==> config.mk <==
export PLATFORM = sky130hd
export DESIGN_NAME = epoch_millis_to_calendar_core
export DESIGN_NICKNAME = d
export VERILOG_FILES = /design/src/rtl/core/emc_pkg.sv /design/src/rtl/core/emc_day_split.sv /design/src/rtl/core/emc_clock_split.sv /design/src/rtl/core/emc_date_split.sv /design/src/rtl/core/epoch_millis_to_calendar_core.sv
export SDC_FILE = /design/constraint.sdc
export NUM_CORES = 2
export LEC_CHECK = 0
export BUFFER_PORTS_ARGS = -buffer_cell sky130_fd_sc_hd__buf_2
export CAP_MARGIN = 20
export CORE_MARGIN = 1
export CORE_UTILIZATION = 40
export CTS_BUF_LIST = sky130_fd_sc_hd__clkbuf_8
export DETAILED_ROUTE_END_ITERATION = 8
export GPL_TIMING_DRIVEN = 0
export PLACE_DENSITY = 0.55
export SLEW_MARGIN = 10
export SYNTH_ARGS = -nofsm -noshare
export SYNTH_HDL_FRONTEND = slang
export SYNTH_SLANG_ARGS = --single-unit
==> constraint.sdc <==
create_clock -name aclk -period 26.7 [get_ports aclk]
set_clock_uncertainty 0.05 [all_clocks]
set_input_delay 2.67 -clock aclk [delete_from_list [all_inputs] [get_ports aclk]]
set_output_delay 2.67 -clock aclk [all_outputs]
set_load 0.02 [all_outputs]
==> src/rtl/core/emc_pkg.sv <==
// Shared widths, divisor constants, stage interface structs and the
// month-start table for the epoch-millis to calendar converter.
// No dependencies.
package emc_pkg;

    localparam int TIME_BITS = 45;
    localparam int S_TDATA_W = ((TIME_BITS + 7) / 8) * 8;
    localparam int M_TDATA_W = 48;

    // Time split: ms-of-day is carried as 1024-ms units plus the low 10 bits
    localparam int SUB_MS_W = 10;
    localparam int X_W      = TIME_BITS - SUB_MS_W;
    localparam int XLO_W    = 15;
    localparam int XHI_W    = X_W - XLO_W;
    localparam int QHI_W    = (TIME_BITS > 42) ? TIME_BITS - 41 : 1;
    localparam int DAY_W    = QHI_W + XLO_W;
    localparam int MSD_W    = 27;
    localparam int Q400_W   = (DAY_W > 18) ? DAY_W - 17 : 1;

    localparam logic [TIME_BITS-1:0] MS_AT_2000 = TIME_BITS'(64'd946684800000);

    localparam logic [16:0] DAY_UNITS  = 17'd84375;   // 86400000 / 1024
    localparam logic [15:0] DAY_RECIP  = 16'd50903;   // floor(2^32 / 84375)
    localparam logic [6:0]  SEC_UNITS  = 7'd125;      // 1000 / 8
    localparam logic [17:0] SEC_RECIP  = 18'd134217;  // floor(2^24 / 125)
    localparam logic [7:0]  HOUR_UNITS = 8'd225;      // 3600 / 16
    localparam logic [3:0]  MIN_UNITS  = 4'd15;       // 60 / 4

    localparam logic [17:0] DAYS_400Y      = 18'd146097;
    localparam logic [15:0] DAYS_100Y      = 16'd36524;
    localparam logic [15:0] DAYS_100Y_LEAP = 16'd36525;
    localparam logic [10:0] DAYS_4Y        = 11'd1461;
    localparam logic [10:0] DAYS_4Y_COMMON = 11'd1460;
    localparam logic [10:0] DAYS_YEAR      = 11'd365;
    localparam logic [10:0] DAYS_LEAP_YEAR = 11'd366;
    localparam logic [11:0] YEAR_BASE      = 12'd2000;

    localparam logic [8:0] LEAP_DAY_DOY   = 9'd59;
    localparam logic [3:0] MONTH_FEB      = 4'd1;
    localparam logic [4:0] LEAP_DAY_INDEX = 5'd28;

    typedef struct packed {
        logic [DAY_W-1:0] day;
        logic [MSD_W-1:0] msd;
    } day_split_t;

    typedef struct packed {
        logic [4:0] hour;
        logic [5:0] minute;
        logic [5:0] second;
        logic [9:0] millis;
    } clock_t;

    typedef struct packed {
        logic [11:0] year;
        logic [3:0]  month;
        logic [4:0]  day;
    } date_t;

    function automatic logic [8:0] month_start(input logic [3:0] month);
        logic [8:0] start;
        unique case (month)
            4'd0:    start = 9'd0;
            4'd1:    start = 9'd31;
            4'd2:    start = 9'd59;
            4'd3:    start = 9'd90;
            4'd4:    start = 9'd120;
            4'd5:    start = 9'd151;
            4'd6:    start = 9'd181;
            4'd7:    start = 9'd212;
            4'd8:    start = 9'd243;
            4'd9:    start = 9'd273;
            4'd10:   start = 9'd304;
            4'd11:   start = 9'd334;
            default: start = 9'd0;
        endcase
        return start;
    endfunction

endpackage

==> src/rtl/core/emc_day_split.sv <==
// Five-stage split of a millisecond timestamp into days since 2000-01-01
// and milliseconds of the day. Depends on emc_pkg.
module emc_day_split (
    input  logic                              aclk,
    input  logic                              aresetn,
    input  logic                              en,
    input  logic                              in_valid,
    input  logic [emc_pkg::TIME_BITS-1:0]     in_millis,
    output logic                              out_valid,
    output emc_pkg::day_split_t               out_split
);

    logic [4:0] valid_reg;

    logic [emc_pkg::TIME_BITS-1:0] v1_reg, v1_next;

    logic [emc_pkg::QHI_W-1:0]     qhi2_reg, qhi2_next;
    logic [31:0]                   x2_reg, x2_next;
    logic [emc_pkg::SUB_MS_W-1:0]  ms2_reg;

    logic [47:0]                   prod3;
    logic [emc_pkg::QHI_W-1:0]     qhi3_reg;
    logic [31:0]                   x3_reg;
    logic [14:0]                   qlo3_reg;
    logic [emc_pkg::SUB_MS_W-1:0]  ms3_reg;

    logic [31:0]                   qd4;
    logic [31:0]                   diff4;
    logic [emc_pkg::QHI_W-1:0]     qhi4_reg;
    logic [14:0]                   qlo4_reg;
    logic [17:0]                   r4_reg;
    logic [emc_pkg::SUB_MS_W-1:0]  ms4_reg;

    logic                          fix5;
    logic [17:0]                   r5;
    logic [emc_pkg::DAY_W-1:0]     day5_reg, day5_next;
    logic [emc_pkg::MSD_W-1:0]     msd5_reg, msd5_next;

    // stage 1: clamp to 2000-01-01 and rebase
    assign v1_next = (in_millis < emc_pkg::MS_AT_2000) ? '0
                                                       : in_millis - emc_pkg::MS_AT_2000;

    // stage 2: high digit of the long division by 84375
    always_comb begin
        logic [emc_pkg::XHI_W:0] rem;
        rem       = {1'b0, v1_reg[emc_pkg::TIME_BITS-1 -: emc_pkg::XHI_W]};
        qhi2_next = '0;
        for (int i = emc_pkg::QHI_W - 1; i >= 0; i--) begin
            if (rem >= ((emc_pkg::XHI_W + 1)'(emc_pkg::DAY_UNITS) << i)) begin
                rem          = rem - ((emc_pkg::XHI_W + 1)'(emc_pkg::DAY_UNITS) << i);
                qhi2_next[i] = 1'b1;
            end
        end
        x2_next = {rem[16:0], v1_reg[emc_pkg::SUB_MS_W +: emc_pkg::XLO_W]};
    end

    // stage 3: reciprocal estimate of the low digit, at most one short
    assign prod3 = x2_reg * emc_pkg::DAY_RECIP;

    // stage 4: remainder of the estimate, below twice the divisor
    assign qd4   = qlo3_reg * emc_pkg::DAY_UNITS;
    assign diff4 = x3_reg - qd4;

    // stage 5: correction
    assign fix5      = r4_reg >= {1'b0, emc_pkg::DAY_UNITS};
    assign r5        = fix5 ? r4_reg - {1'b0, emc_pkg::DAY_UNITS} : r4_reg;
    assign day5_next = {qhi4_reg, qlo4_reg + 15'(fix5)};
    assign msd5_next = {r5[16:0], ms4_reg};

    always_ff @(posedge aclk) begin
        if (!aresetn) begin
            valid_reg <= '0;
        end else if (en) begin
            valid_reg <= {valid_reg[3:0], in_valid};
        end
    end

    always_ff @(posedge aclk) begin
        if (en) begin
            v1_reg   <= v1_next;
            qhi2_reg <= qhi2_next;
            x2_reg   <= x2_next;
            ms2_reg  <= v1_reg[emc_pkg::SUB_MS_W-1:0];
            qhi3_reg <= qhi2_reg;
            x3_reg   <= x2_reg;
            qlo3_reg <= prod3[46:32];
            ms3_reg  <= ms2_reg;
            qhi4_reg <= qhi3_reg;
            qlo4_reg <= qlo3_reg;
            r4_reg   <= diff4[17:0];
            ms4_reg  <= ms3_reg;
            day5_reg <= day5_next;
            msd5_reg <= msd5_next;
        end
    end

    assign out_valid     = valid_reg[4];
    assign out_split.day = day5_reg;
    assign out_split.msd = msd5_reg;

endmodule

==> src/rtl/core/emc_clock_split.sv <==
// Five-stage split of milliseconds of the day into hour, minute, second
// and millisecond. Depends on emc_pkg.
module emc_clock_split (
    input  logic                          aclk,
    input  logic                          aresetn,
    input  logic                          en,
    input  logic                          in_valid,
    input  logic [emc_pkg::MSD_W-1:0]     in_msd,
    output logic                          out_valid,
    output emc_pkg::clock_t               out_clock
);

    logic [4:0] valid_reg;

    logic [41:0] prod1;
    logic [23:0] x1_reg;
    logic [16:0] q1_reg;
    logic [2:0]  lo1_reg;

    logic [23:0] qm2;
    logic [23:0] diff2;
    logic [16:0] q2_reg;
    logic [7:0]  r2_reg;
    logic [2:0]  lo2_reg;

    logic        fix3;
    logic [7:0]  r3;
    logic [16:0] sod3_reg;
    logic [9:0]  ms3_reg, ms3_next;

    logic [4:0]  hr4_reg, hr4_next;
    logic [11:0] soh4_reg, soh4_next;
    logic [9:0]  ms4_reg;

    logic [4:0]  hr5_reg;
    logic [5:0]  min5_reg, min5_next;
    logic [5:0]  sec5_reg, sec5_next;
    logic [9:0]  ms5_reg;

    // stage 1: seconds estimate, (msd / 8) / 125
    assign prod1 = in_msd[emc_pkg::MSD_W-1:3] * emc_pkg::SEC_RECIP;

    // stage 2: remainder of the estimate
    assign qm2   = q1_reg * emc_pkg::SEC_UNITS;
    assign diff2 = x1_reg - qm2;

    // stage 3: correction
    assign fix3     = r2_reg >= {1'b0, emc_pkg::SEC_UNITS};
    assign r3       = fix3 ? r2_reg - {1'b0, emc_pkg::SEC_UNITS} : r2_reg;
    assign ms3_next = {r3[6:0], lo2_reg};

    // stage 4: hour, (sod / 16) / 225
    always_comb begin
        logic [12:0] rem;
        rem      = sod3_reg[16:4];
        hr4_next = '0;
        for (int i = 4; i >= 0; i--) begin
            if (rem >= (13'(emc_pkg::HOUR_UNITS) << i)) begin
                rem         = rem - (13'(emc_pkg::HOUR_UNITS) << i);
                hr4_next[i] = 1'b1;
            end
        end
        soh4_next = {rem[7:0], sod3_reg[3:0]};
    end

    // stage 5: minute, (soh / 4) / 15
    always_comb begin
        logic [9:0] rem;
        rem       = soh4_reg[11:2];
        min5_next = '0;
        for (int i = 5; i >= 0; i--) begin
            if (rem >= (10'(emc_pkg::MIN_UNITS) << i)) begin
                rem          = rem - (10'(emc_pkg::MIN_UNITS) << i);
                min5_next[i] = 1'b1;
            end
        end
        sec5_next = {rem[3:0], soh4_reg[1:0]};
    end

    always_ff @(posedge aclk) begin
        if (!aresetn) begin
            valid_reg <= '0;
        end else if (en) begin
            valid_reg <= {valid_reg[3:0], in_valid};
        end
    end

    always_ff @(posedge aclk) begin
        if (en) begin
            x1_reg   <= in_msd[emc_pkg::MSD_W-1:3];
            q1_reg   <= prod1[40:24];
            lo1_reg  <= in_msd[2:0];
            q2_reg   <= q1_reg;
            r2_reg   <= diff2[7:0];
            lo2_reg  <= lo1_reg;
            sod3_reg <= q2_reg + 17'(fix3);
            ms3_reg  <= ms3_next;
            hr4_reg  <= hr4_next;
            soh4_reg <= soh4_next;
            ms4_reg  <= ms3_reg;
            hr5_reg  <= hr4_reg;
            min5_reg <= min5_next;
            sec5_reg <= sec5_next;
            ms5_reg  <= ms4_reg;
        end
    end

    assign out_valid        = valid_reg[4];
    assign out_clock.hour   = hr5_reg;
    assign out_clock.minute = min5_reg;
    assign out_clock.second = sec5_reg;
    assign out_clock.millis = ms5_reg;

endmodule

==> src/rtl/core/emc_date_split.sv <==
// Five-stage Gregorian date from days since 2000-01-01: 400/100/4/1-year
// blocks, then the month-start table. Depends on emc_pkg.
module emc_date_split (
    input  logic                          aclk,
    input  logic                          aresetn,
    input  logic                          en,
    input  logic                          in_valid,
    input  logic [emc_pkg::DAY_W-1:0]     in_day,
    output logic                          out_valid,
    output emc_pkg::date_t                out_date
);

    logic [4:0] valid_reg;

    logic [emc_pkg::Q400_W-1:0] q400_1_reg, q400_1_next;
    logic [17:0]                r1_reg, r1_next;

    logic [emc_pkg::Q400_W-1:0] q400_2_reg;
    logic [1:0]                 cent2_reg, cent2_next;
    logic                       bump2_reg, bump2_next;
    logic                       fl2_reg, fl2_next;
    logic [15:0]                u2_reg, u2_next;

    logic [emc_pkg::Q400_W-1:0] q400_3_reg;
    logic [1:0]                 cent3_reg;
    logic                       bump3_reg;
    logic                       fl3_reg;
    logic [4:0]                 q4_3_reg, q4_3_next;
    logic [10:0]                r4_3_reg, r4_3_next;

    logic [11:0]                year4_reg, year4_next;
    logic [8:0]                 doy4_reg, doy4_next;
    logic                       leap4_reg, leap4_next;

    logic [11:0]                year5_reg;
    logic [3:0]                 month5_reg, month5_next;
    logic [4:0]                 day5_reg, day5_next;

    // stage 1: 400-year blocks
    always_comb begin
        logic [emc_pkg::DAY_W:0] rem;
        rem         = {1'b0, in_day};
        q400_1_next = '0;
        for (int i = emc_pkg::Q400_W - 1; i >= 0; i--) begin
            if (rem >= ((emc_pkg::DAY_W + 1)'(emc_pkg::DAYS_400Y) << i)) begin
                rem            = rem - ((emc_pkg::DAY_W + 1)'(emc_pkg::DAYS_400Y) << i);
                q400_1_next[i] = 1'b1;
            end
        end
        r1_next = rem[17:0];
    end

    // stage 2: centuries; a common century year shortens the first 4-year group
    always_comb begin
        logic [16:0] rem;
        logic [1:0]  cq;
        logic [15:0] r2;
        rem = '0;
        cq  = '0;
        if (r1_reg < 18'(emc_pkg::DAYS_100Y_LEAP)) begin
            r2         = r1_reg[15:0];
            cent2_next = '0;
        end else begin
            rem = 17'(r1_reg - 18'(emc_pkg::DAYS_100Y_LEAP));
            for (int i = 1; i >= 0; i--) begin
                if (rem >= (17'(emc_pkg::DAYS_100Y) << i)) begin
                    rem   = rem - (17'(emc_pkg::DAYS_100Y) << i);
                    cq[i] = 1'b1;
                end
            end
            r2         = rem[15:0];
            cent2_next = cq + 2'd1;
        end
        bump2_next = (cent2_next != 2'd0) && (r2 >= 16'(emc_pkg::DAYS_4Y_COMMON));
        u2_next    = bump2_next ? r2 - 16'(emc_pkg::DAYS_4Y_COMMON) : r2;
        fl2_next   = (cent2_next == 2'd0) || bump2_next;
    end

    // stage 3: 4-year groups
    always_comb begin
        logic [15:0] rem;
        rem       = u2_reg;
        q4_3_next = '0;
        for (int i = 4; i >= 0; i--) begin
            if (rem >= (16'(emc_pkg::DAYS_4Y) << i)) begin
                rem          = rem - (16'(emc_pkg::DAYS_4Y) << i);
                q4_3_next[i] = 1'b1;
            end
        end
        r4_3_next = rem[10:0];
    end

    // stage 4: year in group, day of year, year number
    always_comb begin
        logic [10:0]                first_len;
        logic [10:0]                t;
        logic [1:0]                 yy;
        logic [5:0]                 grp;
        logic [emc_pkg::Q400_W+8:0] y400;
        logic [8:0]                 ycent;
        first_len = fl3_reg ? emc_pkg::DAYS_LEAP_YEAR : emc_pkg::DAYS_YEAR;
        t         = '0;
        if (r4_3_reg < first_len) begin
            yy         = 2'd0;
            doy4_next  = r4_3_reg[8:0];
            leap4_next = fl3_reg;
        end else begin
            t          = r4_3_reg - first_len;
            leap4_next = 1'b0;
            if (t < emc_pkg::DAYS_YEAR) begin
                yy        = 2'd1;
                doy4_next = t[8:0];
            end else if (t < {emc_pkg::DAYS_YEAR[9:0], 1'b0}) begin
                yy        = 2'd2;
                doy4_next = 9'(t - emc_pkg::DAYS_YEAR);
            end else begin
                yy        = 2'd3;
                doy4_next = 9'(t - {emc_pkg::DAYS_YEAR[9:0], 1'b0});
            end
        end
        grp        = 6'(q4_3_reg) + 6'(bump3_reg);
        y400       = q400_3_reg * 9'd400;
        ycent      = cent3_reg * 7'd100;
        year4_next = emc_pkg::YEAR_BASE + 12'(y400) + 12'(ycent) + 12'({grp, 2'b00})
                   + 12'(yy);
    end

    // stage 5: month and day
    always_comb begin
        logic [8:0] adj;
        logic [8:0] dsub;
        adj = (leap4_reg && doy4_reg > emc_pkg::LEAP_DAY_DOY) ? doy4_reg - 9'd1 : doy4_reg;
        month5_next = '0;
        for (int i = 1; i < 12; i++) begin
            if (adj >= emc_pkg::month_start(4'(i))) begin
                month5_next = 4'(i);
            end
        end
        dsub      = adj - emc_pkg::month_start(month5_next);
        day5_next = dsub[4:0];
        if (leap4_reg && doy4_reg == emc_pkg::LEAP_DAY_DOY) begin
            month5_next = emc_pkg::MONTH_FEB;
            day5_next   = emc_pkg::LEAP_DAY_INDEX;
        end
    end

    always_ff @(posedge aclk) begin
        if (!aresetn) begin
            valid_reg <= '0;
        end else if (en) begin
            valid_reg <= {valid_reg[3:0], in_valid};
        end
    end

    always_ff @(posedge aclk) begin
        if (en) begin
            q400_1_reg <= q400_1_next;
            r1_reg     <= r1_next;
            q400_2_reg <= q400_1_reg;
            cent2_reg  <= cent2_next;
            bump2_reg  <= bump2_next;
            fl2_reg    <= fl2_next;
            u2_reg     <= u2_next;
            q400_3_reg <= q400_2_reg;
            cent3_reg  <= cent2_reg;
            bump3_reg  <= bump2_reg;
            fl3_reg    <= fl2_reg;
            q4_3_reg   <= q4_3_next;
            r4_3_reg   <= r4_3_next;
            year4_reg  <= year4_next;
            doy4_reg   <= doy4_next;
            leap4_reg  <= leap4_next;
            year5_reg  <= year4_reg;
            month5_reg <= month5_next;
            day5_reg   <= day5_next;
        end
    end

    assign out_valid      = valid_reg[4];
    assign out_date.year  = year5_reg;
    assign out_date.month = month5_reg;
    assign out_date.day   = day5_reg;

endmodule

==> src/rtl/core/epoch_millis_to_calendar_core.sv <==
// Top level of the epoch-millis to calendar converter: day split, then
// clock and date pipelines in parallel, then an output skid buffer.
// Depends on emc_pkg, emc_day_split, emc_clock_split, emc_date_split.
//
// Usage:
//   s_tdata carries a millisecond count since 1970-01-01 UTC; values before
//   2000-01-01 are treated as 2000-01-01 00:00:00.000. Bits above TIME_BITS
//   are ignored. Each request yields exactly one result on m_tdata with the
//   Gregorian year, zero-based month and day, hour, minute, second and ms.
//   Throughput is one request per cycle while s_tready is high. Each request
//   passes through five stages of day split (constant division by 84375 via
//   a reciprocal multiply), five stages of clock/date split, and the output
//   register.
//   When m_tready is low the output register holds its result and one more
//   result goes to the skid register; only then does s_tready drop, and the
//   whole pipeline freezes until the skid register drains. Nothing is lost
//   or repeated. Reset (aresetn low at a clock edge) clears all valid bits;
//   no clearing pass is needed and s_tready is high right after reset.
module epoch_millis_to_calendar_core (
    input  logic                              aclk,
    input  logic                              aresetn,
    input  logic                              s_tvalid,
    output logic                              s_tready,
    input  logic [emc_pkg::S_TDATA_W-1:0]     s_tdata,   // [44:0] epoch_millis
    output logic                              m_tvalid,
    input  logic                              m_tready,
    // [11:0] year_full, [15:12] month_index, [20:16] day_index,
    // [25:21] hour_of_day, [31:26] minute_of_hour, [37:32] second_of_minute,
    // [47:38] millisecond_part
    output logic [emc_pkg::M_TDATA_W-1:0]     m_tdata
);

    logic                              pipe_en;
    logic                              split_valid;
    emc_pkg::day_split_t               split;
    logic                              clock_valid;
    emc_pkg::clock_t                   clock_fields;
    logic                              date_valid;
    emc_pkg::date_t                    date_fields;
    logic [emc_pkg::M_TDATA_W-1:0]     result;

    logic                              out_valid_reg;
    logic [emc_pkg::M_TDATA_W-1:0]     out_data_reg;
    logic                              skid_valid_reg;
    logic [emc_pkg::M_TDATA_W-1:0]     skid_data_reg;

    assign pipe_en  = !skid_valid_reg;
    assign s_tready = pipe_en;

    emc_day_split u_day_split (
        .aclk      (aclk),
        .aresetn   (aresetn),
        .en        (pipe_en),
        .in_valid  (s_tvalid),
        .in_millis (s_tdata[emc_pkg::TIME_BITS-1:0]),
        .out_valid (split_valid),
        .out_split (split)
    );

    emc_clock_split u_clock_split (
        .aclk      (aclk),
        .aresetn   (aresetn),
        .en        (pipe_en),
        .in_valid  (split_valid),
        .in_msd    (split.msd),
        .out_valid (clock_valid),
        .out_clock (clock_fields)
    );

    emc_date_split u_date_split (
        .aclk      (aclk),
        .aresetn   (aresetn),
        .en        (pipe_en),
        .in_valid  (split_valid),
        .in_day    (split.day),
        .out_valid (date_valid),
        .out_date  (date_fields)
    );

    assign result = {clock_fields.millis, clock_fields.second, clock_fields.minute,
                     clock_fields.hour, date_fields.day, date_fields.month,
                     date_fields.year};

    always_ff @(posedge aclk) begin
        if (!aresetn) begin
            out_valid_reg  <= 1'b0;
            skid_valid_reg <= 1'b0;
        end else if (!out_valid_reg || m_tready) begin
            if (skid_valid_reg) begin
                out_valid_reg  <= 1'b1;
                skid_valid_reg <= 1'b0;
            end else begin
                out_valid_reg  <= clock_valid;
            end
        end else if (clock_valid && !skid_valid_reg) begin
            skid_valid_reg <= 1'b1;
        end
    end

    always_ff @(posedge aclk) begin
        if (!out_valid_reg || m_tready) begin
            out_data_reg <= skid_valid_reg ? skid_data_reg : result;
        end else if (!skid_valid_reg) begin
            skid_data_reg <= result;
        end
    end

    assign m_tvalid = out_valid_reg;
    assign m_tdata  = out_data_reg;

    assert property (@(posedge aclk) disable iff (!aresetn)
        clock_valid == date_valid)
        else $error("clock and date pipelines out of step");

    assert property (@(posedge aclk) disable iff (!aresetn)
        skid_valid_reg |-> out_valid_reg)
        else $error("skid register holds a request while output is empty");

    assert property (@(posedge aclk) disable iff (!aresetn)
        m_tvalid |-> (m_tdata[15:12] <= 4'd11 && m_tdata[20:16] <= 5'd30
                      && m_tdata[25:21] <= 5'd23 && m_tdata[31:26] <= 6'd59
                      && m_tdata[37:32] <= 6'd59 && m_tdata[47:38] <= 10'd999))
        else $error("calendar field out of range");

endmodule

==> qor.yml <==
synth_top_cells_by_count: "inv_1 (747), edfxtp_1 (571), ha_1 (561)"
drcViolationCount: 0
grt_pass1_wl_um: 176100
ys_types: 121
dp_worst_setup_slack_ps: 18180
area_delta_synth_final_pct: 9.562
die_h_um: 358.5
ys_warn_count: 0
rsz0062_at_grt: "no"
fillCellCount: 12040
cts_made_buffers: 105
initial_utilization_pct: 40.39
post-route-period-util_pct: 32.37
tightest_slew_ps: 1034
place.port_buffers: 98
io_pins: 102
synth_enable_flop_cells: 571
wirelength_um: 106400
fmax_mhz: 115.7
cp_max_fo: 10
endpoint_kind: "flop"
final_area_um2: 55710
cts.sink_count: 583
worstPathRequired_ps: 27150
hold_buffers: 0
grt_start_max_net_pins: 118
clockBufferDepth: 3
cp.arrival_ps: 9100
crit_slowest_cell: "edfxtp_1"
crit_family: "compound AO/OA/AOI/OAI gates"
synth-seq-cells: 583
synth_fp_nets: 5711
htreeDepth: 3
final_max_slew_viol_count: 0
slew_headroom_pct: 30.11
max_cap_violations: 0
via_count: 33980
ys_seq_area_share_pct: 34.19
synth_flop_cell: "edfxtp_1"
multiInputGateArea_um2: 30250
path_buf_inv: 3
setup_violations: 0
gr-total-overflow: 0
gr-usage-all-layers_pct: 16.92
critical_path.max_stage_delay_ps: 510
clock_latency_ps: 800
syn_avg_cell_area_um2: 10.78
fin_nets: 5926
postRouteAntennaNets: 0
place.gp.congestion: 0.8888
tritoncts: "yes"
drive_above_1_share_pct: 8.739
place_area_um2: 53610
hold_violations: 0
core_um2: 125900
final-seq-area_um2: 17390
post_drt_wl_per_cell_um: 15.96
viasPerCell: 5.097
die_x_um: 358.5
yosysMostFrequentCell: "inv_1"
syn_area_um2: 50850
critPathKind: "reg2reg"
cts.clk_slew.worst_paths_ps: 70
fin_crit_ps: 8642
floorplan.die_area_um2: 128500
drtIter0Drc: 1593
status: "finished clean"
syn_inst: 4716
post_cts_buffers: 0
path_common_cell: "nand2_1"
setup_ws_ps: 18060
grt_pass1_vias: 34110
startpoint_type: "flop"
async_reset_ff_share_pct: 0
antenna_found_initial: 6
synth_top_area_cell: "edfxtp_1"
hold_class: "reg2reg"
cts_resized: 0
dr.pass1.iters: 5
synthTopCellsByArea: "edfxtp_1 (34%), fa_1 (15%), ha_1 (14%)"
placementRows: 130
root_buffer: "clkbuf_8"
synth_top_area_share_pct: 33.72
tns_ps: 0
hpwl_um: 84150
-- kinds of logic after synthesis --
logic type	share of synthesized area (%)
buffers and inverters	6.324
adders and majority gates	28.86
muxes	2.286
AOI/OAI and AO/OA	10.78
xor gates and xnor gates	7.404
DFF	34.19
and+or+nand+nor	10.15
-- routing by layer --
| metal | GRT usage (%) | vias up | share of wire (%) |
|---|---|---|---|
| li1 | - | 16830 | - |
| met1 | 22.98 | 16450 | 47 |
| met2 | 28.20 | 530 | 47 |
| met3 | 2.685 | 158 | 3.8 |
| met4 | 4.085 | 2 | 2.1 |
| met5 | 0 | - | 0.012 |
-- final cells by class --
| type | count | area share [%] |
|---|---|---|
| Tap cell | 1650 | 3.706 |
| Timing Repair Buffer | 108 | 1.278 |
| Clock buffer | 108 | 2.668 |
| Inverter | 759 | 5.132 |
| Multi-Input combinational cell | 3293 | 54.30 |
| Antenna cell | 4 | 0.01797 |
| Buffer | 81 | 0.6536 |
| Sequential cell | 583 | 31.21 |
| Clock inverter | 80 | 1.031 |
-- per-stage QoR --
stage | cells | hold WS (ps) | utilization [%]
floorplan | 4716 | 350.3 | -
finish | 6666 | 346.3 | 44.25
CTS | 6660 | 336.2 | 44.22
global route | 6665 | 342.2 | 44.25
detailed placement | 6472 | 354.5 | 42.59
global placement | 6464 | 350.2 | 42.42
-- cells in the final DEF (no fill, tap or decap), drive strengths merged, types with 75 or more instances in the layout --
cell,count
o21ai,141
xor2,140
clkbuf,160
buf,135
nand2,277
fa,382
nand3,113
nor2,238
nor3,75
edfxtp,571
ha,561
inv,796
a21oi,176
xnor2,289
-- path summary, 6_finish.rpt --
check | start | endpoint | slack (ps) | cells after the start
max | u_day_split.v1_reg[28] | u_day_split.x2_reg[25] | 18060 | 35
min | u_day_split.ms4_reg[4] | u_day_split.msd5_reg[4] | 350 | 0
max reg2reg | u_day_split.v1_reg[28] | u_day_split.x2_reg[25] | 18060 | 35
min reg2reg | u_day_split.ms4_reg[4] | u_day_split.msd5_reg[4] | 350 | 0
Power is left out: the tool's default activity adds up to more than one toggle a clock period on the data nets, which glitch-free logic cannot reach.
